## src/lfds_pkg.sv

```systemverilog
// Shared types and constants of the link failover default selector.
package lfds_pkg;

	localparam int ID_W       = 8;
	localparam int ID_FIELDS  = 4;
	localparam int FUNC_W     = 3;
	localparam int COUNT_W    = 3;
	localparam int CFG_IDX_W  = 3;
	localparam int CFG_DATA_W = 32;
	localparam int NUM_KINDS  = 3;

	// Event codes.
	localparam logic [FUNC_W-1:0] FN_CTRL_DOWN  = 3'd0;
	localparam logic [FUNC_W-1:0] FN_CTRL_UP    = 3'd1;
	localparam logic [FUNC_W-1:0] FN_SIG_LOW    = 3'd2;
	localparam logic [FUNC_W-1:0] FN_SIG_HIGH   = 3'd3;
	localparam logic [FUNC_W-1:0] FN_BMP_DOWN   = 3'd4;
	localparam logic [FUNC_W-1:0] FN_BMP_UP     = 3'd5;
	localparam logic [FUNC_W-1:0] FN_QUERY      = 3'd6;
	localparam logic [FUNC_W-1:0] FN_RESERVED   = 3'd7;

	// Mark kinds, selected by the upper two bits of the event code.
	localparam logic [1:0] KIND_CTRL = 2'd0;
	localparam logic [1:0] KIND_SIG  = 2'd1;
	localparam logic [1:0] KIND_BMP  = 2'd2;

	// Configuration register indexes.
	localparam logic [CFG_IDX_W-1:0] CFG_LINK_COUNT   = 3'd0;
	localparam logic [CFG_IDX_W-1:0] CFG_LINK_IDS     = 3'd1;
	localparam logic [CFG_IDX_W-1:0] CFG_INIT_HIGH_ID = 3'd2;
	localparam logic [CFG_IDX_W-1:0] CFG_INIT_LOW_ID  = 3'd3;
	localparam logic [CFG_IDX_W-1:0] CFG_FIXED        = 3'd4;
	localparam logic [CFG_IDX_W-1:0] CFG_PREFER_LARGE = 3'd5;

	typedef enum logic [2:0] {
		ST_IDLE,
		ST_UPDATE,
		ST_SCAN,
		ST_COMMIT,
		ST_DONE
	} lfds_state_t;

	typedef struct packed {
		logic load;
		logic update;
		logic scan;
		logic commit;
	} lfds_cmd_t;

	typedef struct packed {
		logic reselect;
		logic scan_last;
	} lfds_sts_t;

	typedef struct packed {
		logic            default_changed;
		logic            link_is_up;
		logic [ID_W-1:0] high_id;
		logic [ID_W-1:0] low_id;
		logic            id_unknown;
	} lfds_res_t;

endpackage

```

## src/lfds_chan_if.sv

```systemverilog
// Event and result channel interfaces of the link failover default selector.
interface lfds_evt_if import lfds_pkg::*; ();
	logic              valid;
	logic              ready;
	logic [FUNC_W-1:0] func;
	logic [ID_W-1:0]   link_id;

	modport source (output valid, output func, output link_id, input ready);
	modport sink (input valid, input func, input link_id, output ready);
endinterface

interface lfds_res_if import lfds_pkg::*; ();
	logic            valid;
	logic            ready;
	logic            default_changed;
	logic            link_is_up;
	logic [ID_W-1:0] high_id;
	logic [ID_W-1:0] low_id;
	logic            id_unknown;

	modport source (output valid, output default_changed, output link_is_up,
		output high_id, output low_id, output id_unknown, input ready);
	modport sink (input valid, input default_changed, input link_is_up,
		input high_id, input low_id, input id_unknown, output ready);
endinterface

```

## src/link_failover_default_selector.sv

```systemverilog
// Link failover default selector: per-link failure marks and default link reselection.
// Each event beat is taken only while the block is idle. An event passes through the
// mark update and then the commit; when a link goes down, or comes up after its
// last mark clears, and the defaults are not fixed, a scan over min(MAX_LINKS, 4) link
// slots with one comparator row per cycle runs in between. The result beat is offered
// after the commit, and the next event can be taken in the cycle after the result beat
// is taken. Configuration writes are registered and belong to idle periods; writing
// an initial default id also loads the current default.
module link_failover_default_selector import lfds_pkg::*; #(
	parameter int MAX_LINKS = 4
) (
	input  logic                  clk,
	input  logic                  arst_n,
	input  logic                  cfg_we,
	input  logic [CFG_IDX_W-1:0]  cfg_index,
	input  logic [CFG_DATA_W-1:0] cfg_data,
	lfds_evt_if.sink              evt,
	lfds_res_if.source            res
);

	lfds_cmd_t cmd;
	lfds_sts_t sts;
	lfds_res_t result;

	lfds_ctrl u_ctrl (
		.clk       (clk),
		.arst_n    (arst_n),
		.in_valid  (evt.valid),
		.in_ready  (evt.ready),
		.out_valid (res.valid),
		.out_ready (res.ready),
		.sts       (sts),
		.cmd       (cmd)
	);

	lfds_dp #(
		.MAX_LINKS (MAX_LINKS)
	) u_dp (
		.clk         (clk),
		.arst_n      (arst_n),
		.cfg_we      (cfg_we),
		.cfg_index   (cfg_index),
		.cfg_data    (cfg_data),
		.evt_func    (evt.func),
		.evt_link_id (evt.link_id),
		.cmd         (cmd),
		.sts         (sts),
		.res         (result)
	);

	assign res.default_changed = result.default_changed;
	assign res.link_is_up      = result.link_is_up;
	assign res.high_id         = result.high_id;
	assign res.low_id          = result.low_id;
	assign res.id_unknown      = result.id_unknown;

endmodule

```

## src/lfds_ctrl.sv

```systemverilog
// Sequencer of the link failover default selector: event load, update, scan, commit.
module lfds_ctrl import lfds_pkg::*; (
	input  logic      clk,
	input  logic      arst_n,
	input  logic      in_valid,
	output logic      in_ready,
	output logic      out_valid,
	input  logic      out_ready,
	input  lfds_sts_t sts,
	output lfds_cmd_t cmd
);

	lfds_state_t state_q;
	lfds_state_t state_d;

	always_ff @(posedge clk or negedge arst_n) begin
		if (!arst_n) begin
			state_q <= ST_IDLE;
		end else begin
			state_q <= state_d;
		end
	end

	always_comb begin
		state_d   = state_q;
		cmd       = '0;
		in_ready  = 1'b0;
		out_valid = 1'b0;
		unique case (state_q)
			ST_IDLE: begin
				in_ready = 1'b1;
				if (in_valid) begin
					cmd.load = 1'b1;
					state_d  = ST_UPDATE;
				end
			end
			ST_UPDATE: begin
				cmd.update = 1'b1;
				state_d    = sts.reselect ? ST_SCAN : ST_COMMIT;
			end
			ST_SCAN: begin
				cmd.scan = 1'b1;
				if (sts.scan_last) begin
					state_d = ST_COMMIT;
				end
			end
			ST_COMMIT: begin
				cmd.commit = 1'b1;
				state_d    = ST_DONE;
			end
			ST_DONE: begin
				out_valid = 1'b1;
				if (out_ready) begin
					state_d = ST_IDLE;
				end
			end
			default: begin
				state_d = ST_IDLE;
			end
		endcase
	end

	a_no_overlap: assert property (@(posedge clk) disable iff (!arst_n)
		!(in_ready && out_valid))
		else $error("event taken while a result beat is pending");

	a_load_to_update: assert property (@(posedge clk) disable iff (!arst_n)
		cmd.load |=> state_q == ST_UPDATE)
		else $error("accepted event did not enter the update step");

	a_one_cmd: assert property (@(posedge clk) disable iff (!arst_n)
		$onehot0({cmd.load, cmd.update, cmd.scan, cmd.commit}))
		else $error("more than one datapath command at once");

endmodule

```

## src/lfds_dp.sv

```systemverilog
// Datapath of the link failover default selector: config, marks, scan and result.
module lfds_dp import lfds_pkg::*; #(
	parameter int MAX_LINKS = 4
) (
	input  logic                  clk,
	input  logic                  arst_n,
	input  logic                  cfg_we,
	input  logic [CFG_IDX_W-1:0]  cfg_index,
	input  logic [CFG_DATA_W-1:0] cfg_data,
	input  logic [FUNC_W-1:0]     evt_func,
	input  logic [ID_W-1:0]       evt_link_id,
	input  lfds_cmd_t             cmd,
	output lfds_sts_t             sts,
	output lfds_res_t             res
);

	localparam int SLOTS = (MAX_LINKS < ID_FIELDS) ? MAX_LINKS : ID_FIELDS;
	localparam int SW    = (SLOTS > 1) ? $clog2(SLOTS) : 1;

	logic [COUNT_W-1:0]        link_count_q;
	logic [ID_W*ID_FIELDS-1:0] link_ids_q;
	logic                      fixed_q;
	logic                      prefer_q;
	logic [ID_W-1:0]           high_def_q;
	logic [ID_W-1:0]           low_def_q;
	logic [NUM_KINDS-1:0]      mark_q [SLOTS];

	logic [FUNC_W-1:0] func_q;
	logic [ID_W-1:0]   id_q;
	logic              reselect_q;
	logic              changed_q;
	logic              up_q;
	logic              unknown_q;
	logic [SW-1:0]     scan_idx_q;
	logic              any_q;
	logic [ID_W-1:0]   lo_q;
	logic [ID_W-1:0]   hi_q;

	logic [ID_W-1:0]      slot_id [SLOTS];
	logic [SLOTS-1:0]     in_use;
	logic [SLOTS-1:0]     match;
	logic [NUM_KINDS-1:0] kind_mask;
	logic                 known;
	logic                 any_mark;
	logic                 has_kind;
	logic                 other_mark;
	logic                 evt_active;
	logic                 set_ev;
	logic                 clr_ev;
	logic                 need;
	logic [ID_W-1:0]      scan_id;
	logic                 scan_up;

	always_comb begin
		for (int s = 0; s < SLOTS; s++) begin
			slot_id[s] = link_ids_q[s*ID_W +: ID_W];
			in_use[s]  = link_count_q > COUNT_W'(s);
			match[s]   = in_use[s] && (slot_id[s] == id_q);
		end
	end

	always_comb begin
		unique case (func_q[FUNC_W-1:1])
			KIND_CTRL: kind_mask = 3'b001;
			KIND_SIG:  kind_mask = 3'b010;
			KIND_BMP:  kind_mask = 3'b100;
			default:   kind_mask = 3'b000;
		endcase
	end

	// A link counts as down if any slot carrying its id holds a mark.
	always_comb begin
		any_mark   = 1'b0;
		has_kind   = 1'b0;
		other_mark = 1'b0;
		for (int s = 0; s < SLOTS; s++) begin
			if (match[s]) begin
				any_mark   = any_mark | (|mark_q[s]);
				has_kind   = has_kind | (|(mark_q[s] & kind_mask));
				other_mark = other_mark | (|(mark_q[s] & ~kind_mask));
			end
		end
	end

	assign known      = |match;
	assign evt_active = (func_q != FN_QUERY) && (func_q != FN_RESERVED);
	assign set_ev     = evt_active && !func_q[0];
	assign clr_ev     = evt_active && func_q[0] && has_kind;
	assign need       = known && ((set_ev && !any_mark) || (clr_ev && !other_mark));

	// Up test for the slot under scan checks every in-use slot with the same id.
	always_comb begin
		scan_id = slot_id[scan_idx_q];
		scan_up = 1'b1;
		for (int t = 0; t < SLOTS; t++) begin
			if (in_use[t] && (slot_id[t] == scan_id) && (|mark_q[t])) begin
				scan_up = 1'b0;
			end
		end
	end

	assign sts.reselect  = need && !fixed_q;
	assign sts.scan_last = scan_idx_q == SW'(SLOTS - 1);

	always_ff @(posedge clk or negedge arst_n) begin
		if (!arst_n) begin
			link_count_q <= '0;
			link_ids_q   <= '0;
			fixed_q      <= 1'b0;
			prefer_q     <= 1'b1;
			high_def_q   <= '0;
			low_def_q    <= '0;
			for (int s = 0; s < SLOTS; s++) begin
				mark_q[s] <= '0;
			end
		end else begin
			if (cfg_we) begin
				unique case (cfg_index)
					CFG_LINK_COUNT:   link_count_q <= cfg_data[COUNT_W-1:0];
					CFG_LINK_IDS:     link_ids_q   <= cfg_data[ID_W*ID_FIELDS-1:0];
					CFG_INIT_HIGH_ID: high_def_q   <= cfg_data[ID_W-1:0];
					CFG_INIT_LOW_ID:  low_def_q    <= cfg_data[ID_W-1:0];
					CFG_FIXED:        fixed_q      <= cfg_data[0];
					CFG_PREFER_LARGE: prefer_q     <= cfg_data[0];
					default: ;
				endcase
			end
			if (cmd.update) begin
				for (int s = 0; s < SLOTS; s++) begin
					if (match[s]) begin
						if (set_ev) begin
							mark_q[s] <= mark_q[s] | kind_mask;
						end else if (clr_ev) begin
							mark_q[s] <= mark_q[s] & ~kind_mask;
						end
					end
				end
			end
			// With no link up, the defaults stay as they are.
			if (cmd.commit && reselect_q && any_q) begin
				if (prefer_q) begin
					high_def_q <= hi_q;
					low_def_q  <= lo_q;
				end else begin
					high_def_q <= lo_q;
					low_def_q  <= hi_q;
				end
			end
		end
	end

	always_ff @(posedge clk) begin
		if (cmd.load) begin
			func_q <= evt_func;
			id_q   <= evt_link_id;
		end
		if (cmd.update) begin
			reselect_q <= need && !fixed_q;
			// An up event reports a change even when the defaults are frozen.
			changed_q  <= known && ((set_ev && !any_mark && !fixed_q) ||
				(clr_ev && !other_mark));
			scan_idx_q <= '0;
			any_q      <= 1'b0;
		end
		if (cmd.scan) begin
			// The index stays on the last slot so it never points past the table.
			if (!sts.scan_last) begin
				scan_idx_q <= scan_idx_q + SW'(1);
			end
			if (in_use[scan_idx_q] && scan_up) begin
				if (!any_q || (scan_id < lo_q)) begin
					lo_q <= scan_id;
				end
				if (!any_q || (scan_id > hi_q)) begin
					hi_q <= scan_id;
				end
				any_q <= 1'b1;
			end
		end
		if (cmd.commit) begin
			up_q      <= known && !any_mark;
			unknown_q <= !known;
		end
	end

	assign res.default_changed = changed_q;
	assign res.link_is_up      = up_q;
	assign res.high_id         = high_def_q;
	assign res.low_id          = low_def_q;
	assign res.id_unknown      = unknown_q;

	a_hold_defaults: assert property (@(posedge clk) disable iff (!arst_n)
		(cmd.commit && !reselect_q && !cfg_we) |=> $stable(high_def_q) && $stable(low_def_q))
		else $error("defaults moved without a reselection");

	a_scan_start: assert property (@(posedge clk) disable iff (!arst_n)
		cmd.update |=> (scan_idx_q == '0) && !any_q)
		else $error("scan did not restart at the first slot");

	a_known_change: assert property (@(posedge clk) disable iff (!arst_n)
		cmd.commit |=> !(changed_q && unknown_q))
		else $error("change reported for an unknown link id");

endmodule
```

## src/flat_wrapper.sv

```systemverilog
// flat-port wrapper written by rule: the top's interface ports become plain ports
module link_failover_default_selector_flat import lfds_pkg::*;
#(
	parameter int MAX_LINKS = 4
)
  (clk, arst_n, cfg_we, cfg_index, cfg_data, evt_valid, evt_func, evt_link_id, evt_ready, res_valid, res_default_changed, res_link_is_up, res_high_id, res_low_id, res_id_unknown, res_ready);
  lfds_evt_if evt_i ();
  lfds_res_if res_i ();
  input  logic clk;
  input  logic arst_n;
  input  logic cfg_we;
  input  logic [CFG_IDX_W-1:0] cfg_index;
  input  logic [CFG_DATA_W-1:0] cfg_data;
  input wire logic [$bits(evt_i.valid)-1:0] evt_valid;
  input wire logic [$bits(evt_i.func)-1:0] evt_func;
  input wire logic [$bits(evt_i.link_id)-1:0] evt_link_id;
  output wire logic [$bits(evt_i.ready)-1:0] evt_ready;
  output wire logic [$bits(res_i.valid)-1:0] res_valid;
  output wire logic [$bits(res_i.default_changed)-1:0] res_default_changed;
  output wire logic [$bits(res_i.link_is_up)-1:0] res_link_is_up;
  output wire logic [$bits(res_i.high_id)-1:0] res_high_id;
  output wire logic [$bits(res_i.low_id)-1:0] res_low_id;
  output wire logic [$bits(res_i.id_unknown)-1:0] res_id_unknown;
  input wire logic [$bits(res_i.ready)-1:0] res_ready;
  assign evt_i.valid = evt_valid;
  assign evt_i.func = evt_func;
  assign evt_i.link_id = evt_link_id;
  assign evt_ready = evt_i.ready;
  assign res_valid = res_i.valid;
  assign res_default_changed = res_i.default_changed;
  assign res_link_is_up = res_i.link_is_up;
  assign res_high_id = res_i.high_id;
  assign res_low_id = res_i.low_id;
  assign res_id_unknown = res_i.id_unknown;
  assign res_i.ready = res_ready;
  link_failover_default_selector #(.MAX_LINKS(MAX_LINKS)) u_core (.clk(clk), .arst_n(arst_n), .cfg_we(cfg_we), .cfg_index(cfg_index), .cfg_data(cfg_data), .evt(evt_i), .res(res_i));
endmodule
```

## config.mk

```make
export PLATFORM = sky130hd
export DESIGN_NAME = link_failover_default_selector_flat
export DESIGN_NICKNAME = d
export VERILOG_FILES = /design/src/lfds_pkg.sv /design/src/lfds_chan_if.sv /design/src/link_failover_default_selector.sv /design/src/lfds_ctrl.sv /design/src/lfds_dp.sv /design/src/flat_wrapper.sv
export SDC_FILE = /design/constraint.sdc
export NUM_CORES = 1
export LEC_CHECK = 0
export BUFFER_PORTS_ARGS = -buffer_cell sky130_fd_sc_hd__buf_2
export CORE_ASPECT_RATIO = 1.25
export CORE_MARGIN = 2
export CORE_UTILIZATION = 30
export CTS_CLUSTER_DIAMETER = 200
export DETAILED_ROUTE_END_ITERATION = 10
export HOLD_SLACK_MARGIN = 0.08
export PLACE_DENSITY = 0.49
export SKIP_LAST_GASP = 1
export SYNTH_ARGS = -nofsm -noshare
export SYNTH_HDL_FRONTEND = slang
export SYNTH_SLANG_ARGS = --single-unit
```

## constraint.sdc

```tcl
create_clock -name clk -period 4.12 [get_ports clk]
set_input_delay 0 -clock clk [delete_from_list [all_inputs] [get_ports clk]]
set_output_delay 0 -clock clk [all_outputs]
set_load 0.01 [all_outputs]
```

### After elaboration in Yosys (flattened, before gate mapping)

Cells that the tools add are included.

| storage, ports and cells | value |
|---|---|
| register bits after elaboration | 102 |
| bits of input ports | 51 |
| output and inout bits | 21 |
| logic and storage cells | 203 |

| cells by class | value |
|---|---|
| add/subtract/negate cells | 1 |
| order comparisons | 8 |
| equal/unequal tests | 25 |
| multiplexer cells | 56 |
| bitwise logic cells | 23 |
| reductions and logical operators | 69 |

Operators by type and width:

| operator | number |
|---|---|
| $mux 8 | 10 |
| $eq 8x8->1 | 8 |
| $reduce_or 3->1 | 12 |
| $mux 3 | 11 |
| $mux 1 | 28 |
| $logic_and 1x1->1 | 26 |
| $and 3x3->3 | 8 |
| $reduce_and 3->1 | 7 |
| $bmux 8 s2 | 1 |
| $pmux 3 s5 | 1 |
| $eq 3x2->1 const B | 4 |
| $or 3x3->3 | 4 |
| $reduce_and 2->1 | 6 |
| $eq 3x3->1 const B | 3 |
| $or 1x1->1 | 9 |
| $pmux 3 s3 | 1 |
| $gt 8x8->1 | 1 |
| $lt 8x8->1 | 1 |
| $reduce_bool 2->1 | 4 |
| $eq 3x1->1 const B | 2 |
| $gt 3x1->1 const B | 2 |
| $gt 3x2->1 const B | 2 |
| $logic_not 1->1 | 6 |
| $logic_not 3->1 | 2 |
| 15 further kinds | 23 |

### Longest topological paths before layout

| depth | value |
|---|---|
| depth after elaboration | 19 |
| depth in mapped cells | 12 |
| gate-level depth less buffers | 10 |

### Modules after synthesis

From an unflattened synthesis, not the netlist that was laid out.

| unflattened totals | value |
|---|---|
| cells, all modules | 618 |
| area, all modules | 6444.9 um^2 |

By module, submodules not included:

| module | times used | cells an instance | area each (um^2) | sequential area each (um^2) |
|---|---|---|---|---|
| lfds_dp | 1 | 599 | 6251.0 | 2618.8 |
| lfds_ctrl | 1 | 19 | 193.9 | 75.1 |

### Least setup slack after synthesis

No wires, ideal clock.

| timing path | value |
|---|---|
| path type | flip-flop to flip-flop |
| start point | register u_core.u_dp.scan_idx_q[0] |
| end point | register u_core.u_dp.lo_q[0] (enable) |
| library setup time | 0.375 ns |
| arrival | 2.538 ns |
| slack | 1.207 ns |
| stages on the path, launching flop included | 10 |
| clock period less this slack | 2.913 ns |
| cells stage by stage | dfxtp_1 > buf_4 > mux4_2 > ha_1 > a21o_1 > a21o_1 > a21oi_1 > o21ai_1 > a21o_1 > a21oi_1 |

| between the ends | value |
|---|---|
| word-level cells in the longest chain between the ends | 13 |

RTL lines:

| what | RTL line | text |
|---|---|---|
| start: declaration | lfds_dp.sv:34 | `logic [SW-1:0] scan_idx_q;` |
| start signal: assignment | lfds_dp.sv:168 | `scan_idx_q <= scan_idx_q + SW'(1);` |
| $not 2->3 (not written as such) * | lfds_dp.sv:93 | `scan_id = slot_id[scan_idx_q];` |
| $bmux 8 s2 * | lfds_dp.sv:93 |  |
| $mux 8 (not written as such) * (2 in series) | lfds_dp.sv:93 |  |
| named net u_core.u_dp.scan_id[4] | lfds_dp.sv:51 | `logic [ID_W-1:0] scan_id;` |
| $eq 8x8->1 | lfds_dp.sv:96 | `if (in_use[t] && (slot_id[t] == scan_id) && (\|mark_q[t])) begin` |
| $logic_and 1x1->1 (2 in series) | lfds_dp.sv:96 |  |
| $mux 1 (4 in series) | lfds_dp.sv:96 |  |
| $logic_and 1x1->1 | lfds_dp.sv:170 | `if (in_use[scan_idx_q] && scan_up) begin` |
| $reduce_and 3->1 (no line) * | n/a |  |
| end signal: assignment | lfds_dp.sv:172 | `lo_q <= scan_id;` |
| end: declaration | lfds_dp.sv:36 | `logic [ID_W-1:0] lo_q;` |

Mark *: on every way through the listed nets, which the timed path passes. The rest lies on a longest branch. The select of a mux whose other input is x is not followed.
A chain may end at the register's enable or synchronous reset.

### Worst setup path after layout

| timing path | value |
|---|---|
| start point | register u_core.u_dp.scan_idx_q[0] |
| end point | register u_core.u_dp.hi_q[1] (enable) |

| between the ends | value |
|---|---|
| word-level cells in the longest chain between the ends | 13 |

RTL lines:

| what | RTL line | text |
|---|---|---|
| $not 2->3 (not written as such) * | lfds_dp.sv:93 |  |
| $bmux 8 s2 * | lfds_dp.sv:93 |  |
| $mux 8 (not written as such) * (2 in series) | lfds_dp.sv:93 |  |
| named net u_core.u_dp.scan_id[1] | lfds_dp.sv:51 |  |
| $eq 8x8->1 | lfds_dp.sv:96 |  |
| $logic_and 1x1->1 (2 in series) | lfds_dp.sv:96 |  |
| $mux 1 (4 in series) | lfds_dp.sv:96 |  |
| $logic_and 1x1->1 | lfds_dp.sv:170 |  |
| $reduce_and 3->1 (no line) * | n/a |  |
| end signal: assignment | lfds_dp.sv:175 | `hi_q <= scan_id;` |
| end: declaration | lfds_dp.sv:37 | `logic [ID_W-1:0] hi_q;` |

Marks and branches as above.

==> flow_metrics.tcl <==
set metrics [dict create \
    port_buffers 71 \
    cts_sinks 102 \
    ys.flop_type "dfrtp_1" \
    gp_congestion 0.878 \
    finalHoldViolCount 0 \
    fmaxAchievable_mhz 285 \
    final_antenna_net_count 0 \
    critPathRequiredTime_ps 4100 \
    path_cells "mux4_2 > ha_1 > nor2b_1 > o21a_1 > o21a_1 > o21ai_0 > a21oi_1 > o21ai_0 > a21oi_1" \
    hold_buffers 48 \
    dp_cells 891 \
    ff_latch_area_sq_um 2690 \
    htreeDepth 3 \
    path_clk_slew_ps 70 \
    n_antenna_cell 0 \
    setup_slack_ps 612 \
    grt_pass1_vias 4850 \
    die_w_um 134 \
    synth_nets 637 \
    cp_num_buf_inv 0 \
    post_cts_buffers 0 \
    cts_root_buf "clkbuf_16" \
    async_flop_share_pct 66.7 \
    crit_family "compound AO/OA/AOI/OAI gates" \
    wire_per_inst_um 17.8 \
    fillers 2050 \
    r2r_start "u_core.u_dp.scan_idx_q[0]" \
    critPathKind "reg -> reg" \
    period_needed_ps 3510 \
    grt_pass1_wl_mm 27.1 \
    fin_worst_skew_ps 11.3 \
    dpl-instance-area_sq_um 6950 \
    crit_path_end_kind "flop" \
    rsz0062_at_grt "false" \
    setup_violations 0 \
    synth_cell_types 66 \
    cts_tree "yes" \
    finalSetupTns_ps 0 \
    worst_path_largest_cell_delay_ps 810 \
    cts_buffers 9 \
    initial_core_util_pct 30.4 \
    synthCells 570 \
    ys.warnings.count 0 \
    rows 59 \
    relSlewSlack_pct 24.7 \
    final_cell_mix "buf_2, dfrtp_1, xor2_1" \
    dpl.hpwl_mm 12.8 \
    switching_share_pct 39.0 \
    synth_edf_count 31 \
    cp.arrival_ps 3490 \
    stdcell_area_sq_um 7720 \
    leakage_nw 3.21 \
    wirelength_mm 17.0 \
    nets 743 \
    grt_max_degree 36 \
    combPwrFrac_pct 40.9 \
    drive_gt1_share_pct 23.8 \
    dieArea_sq_um 22200 \
    fin_crit_sh_pct 85.2 \
    clockBufferDepth 2 \
    critPathMaxFanout 16 \
    r2r_slack_ps 610 \
    dr.first_iter.drc_count 318 \
    slew_viol_final 0 \
    pwr-share-seq_pct 40.0 \
    power.switching_w 0.00176 \
    holdCritStartpoint "cfg_index[1]" \
    p_clk_share_pct 19.1 \
    worstHoldPathType "in -> reg" \
    status "finished clean" \
    syn_area_per_cell_sq_um 11.1 \
    area_growth_syn_to_layout_pct 22.4 \
    placeableCoreArea_sq_um 20700 \
    grt_use_total_pct 15.6 \
    postCtsResizedCells 0 \
    drc 0 \
    multi_input_area_sq_um 3420 \
    die_height_um 166 \
    worst_pin_slew_ps 1130 \
    drt_pass1_iterations 4 \
    viasPerCell 5.04 \
    p_int_w 0.00275 \
    ir_drop_mv 0.244 \
    worstSkewPairLatency_ps 360 \
    maxCapViolCount 0 \
    worst_setup_path_start_kind "flop" \
    antenna_found_initial 0 \
    power_density_nw_per_um2 584 \
    final_cells 955 \
    synth.cell_area_sq_um 6310 \
    final_common_cell "buf_2" \
    critPathLaunch "u_core.u_dp.scan_idx_q[0]" \
    vias 4817 \
    pre_cts_ws_ps 557 \
    ys_ff_latch 102 \
    seq_area_frac_synth_pct 42.7 \
    grt_remaining_overflow 0 \
    io_pins 72 \
    critPathSlowestCell "dfxtp_1" \
]
## path summary, 6_finish.rpt
kind                       cells past startpoint                        to
hold / removal                                 3      u_core.u_dp.prefer_q
min in group asynchronous                      2  u_core.u_dp.low_def_q[6]
setup / recovery                               9       u_core.u_dp.hi_q[1]
max in group asynchronous                      3      u_core.u_dp.prefer_q
setup reg to reg                               9       u_core.u_dp.hi_q[1]
hold reg to reg                                1  u_core.u_ctrl.state_q[1]
## cell type report
cell class	instances	area share (%)
timing repair buffer	125	11.6
clock buffer	11	3.01
sequential	102	34.9
tap	274	4.44
inverter	22	1.07
multi-input combinational	416	44.3
clock inverter	5	0.762
## metal layers
| layer | share of wire [%] | vias to the layer above | track usage [%] |
|---|---|---|---|
| met3 | 3.3 | 25 | 2.01 |
| li1 | - | 2302 | - |
| met2 | 49 | 141 | 26.6 |
| met1 | 45 | 2349 | 20.1 |
| met5 | 0 | - | 0 |
| met4 | 2.3 | 0 | 6.11 |
## power by group through the flow
stage | sequential, W | clock [W] | combinational (W)
after global placement | 0.00181 | 0 | 0.00179
after detailed placement | 0.00183 | 0 | 0.00182
after global routing | 0.00186 | 0.000924 | 0.00206
after CTS | 0.00181 | 0.000885 | 0.00187
after floorplan | 0.00163 | 0 | 0.00144
final | 0.00181 | 0.000860 | 0.00184
## logic make-up after synthesis
logic type	synth area share, %
and+or+nand+nor	13.1
AOI/OAI and AO/OA	11.3
DFF	42.7
muxes	16.0
xor gates and xnor gates	10.3
buffers and inverters	3.43
adders and majority gates	3.17
## synthesized netlist by cell type (all sizes together) (4+ instances only)
cell type  number  area [sq um]
a211oi          9          67.6
a21o            8          60.1
a21oi          29           145
buf            10          58.8
clkbuf         20          75.1
dfrtp          67          1680
edfxtp         31           931
ha             16           200
inv            22          82.6
mux2           47           529
mux2i          30           300
mux4            8           180
nand2          15          56.3
nand2b          6          37.5
nand3           6          47.6
nand4          12          75.1
nand4b          4          50.1
nor2           28           105
nor2b          15          96.3
nor3           19           106
nor4            6          88.8
o21ai          35           175
or3             4          25.0
xnor2          25           219
xor2           49           429
## worst reg2reg max path, stage by stage, from the launching register on
cell and delay, ps:
dfxtp_1 810, mux4_2 690, ha_1 330, nor2b_1 130, o21a_1 120, o21a_1 100, o21ai_0 60, a21oi_1 130
o21ai_0 80, a21oi_1 680
## per-stage QoR
stage | util [%] | total power (W) | hold WS, ps
after floorplan | - | 0.00307 | -296
after global placement | 33.5 | 0.00360 | 129
after detailed placement | 33.5 | 0.00364 | 154
after CTS | 37.2 | 0.00456 | 103
after global routing | 37.2 | 0.00484 | 126
final | 37.2 | 0.00451 | 120
No activity file was read; power rests on OpenSTA's default activity.
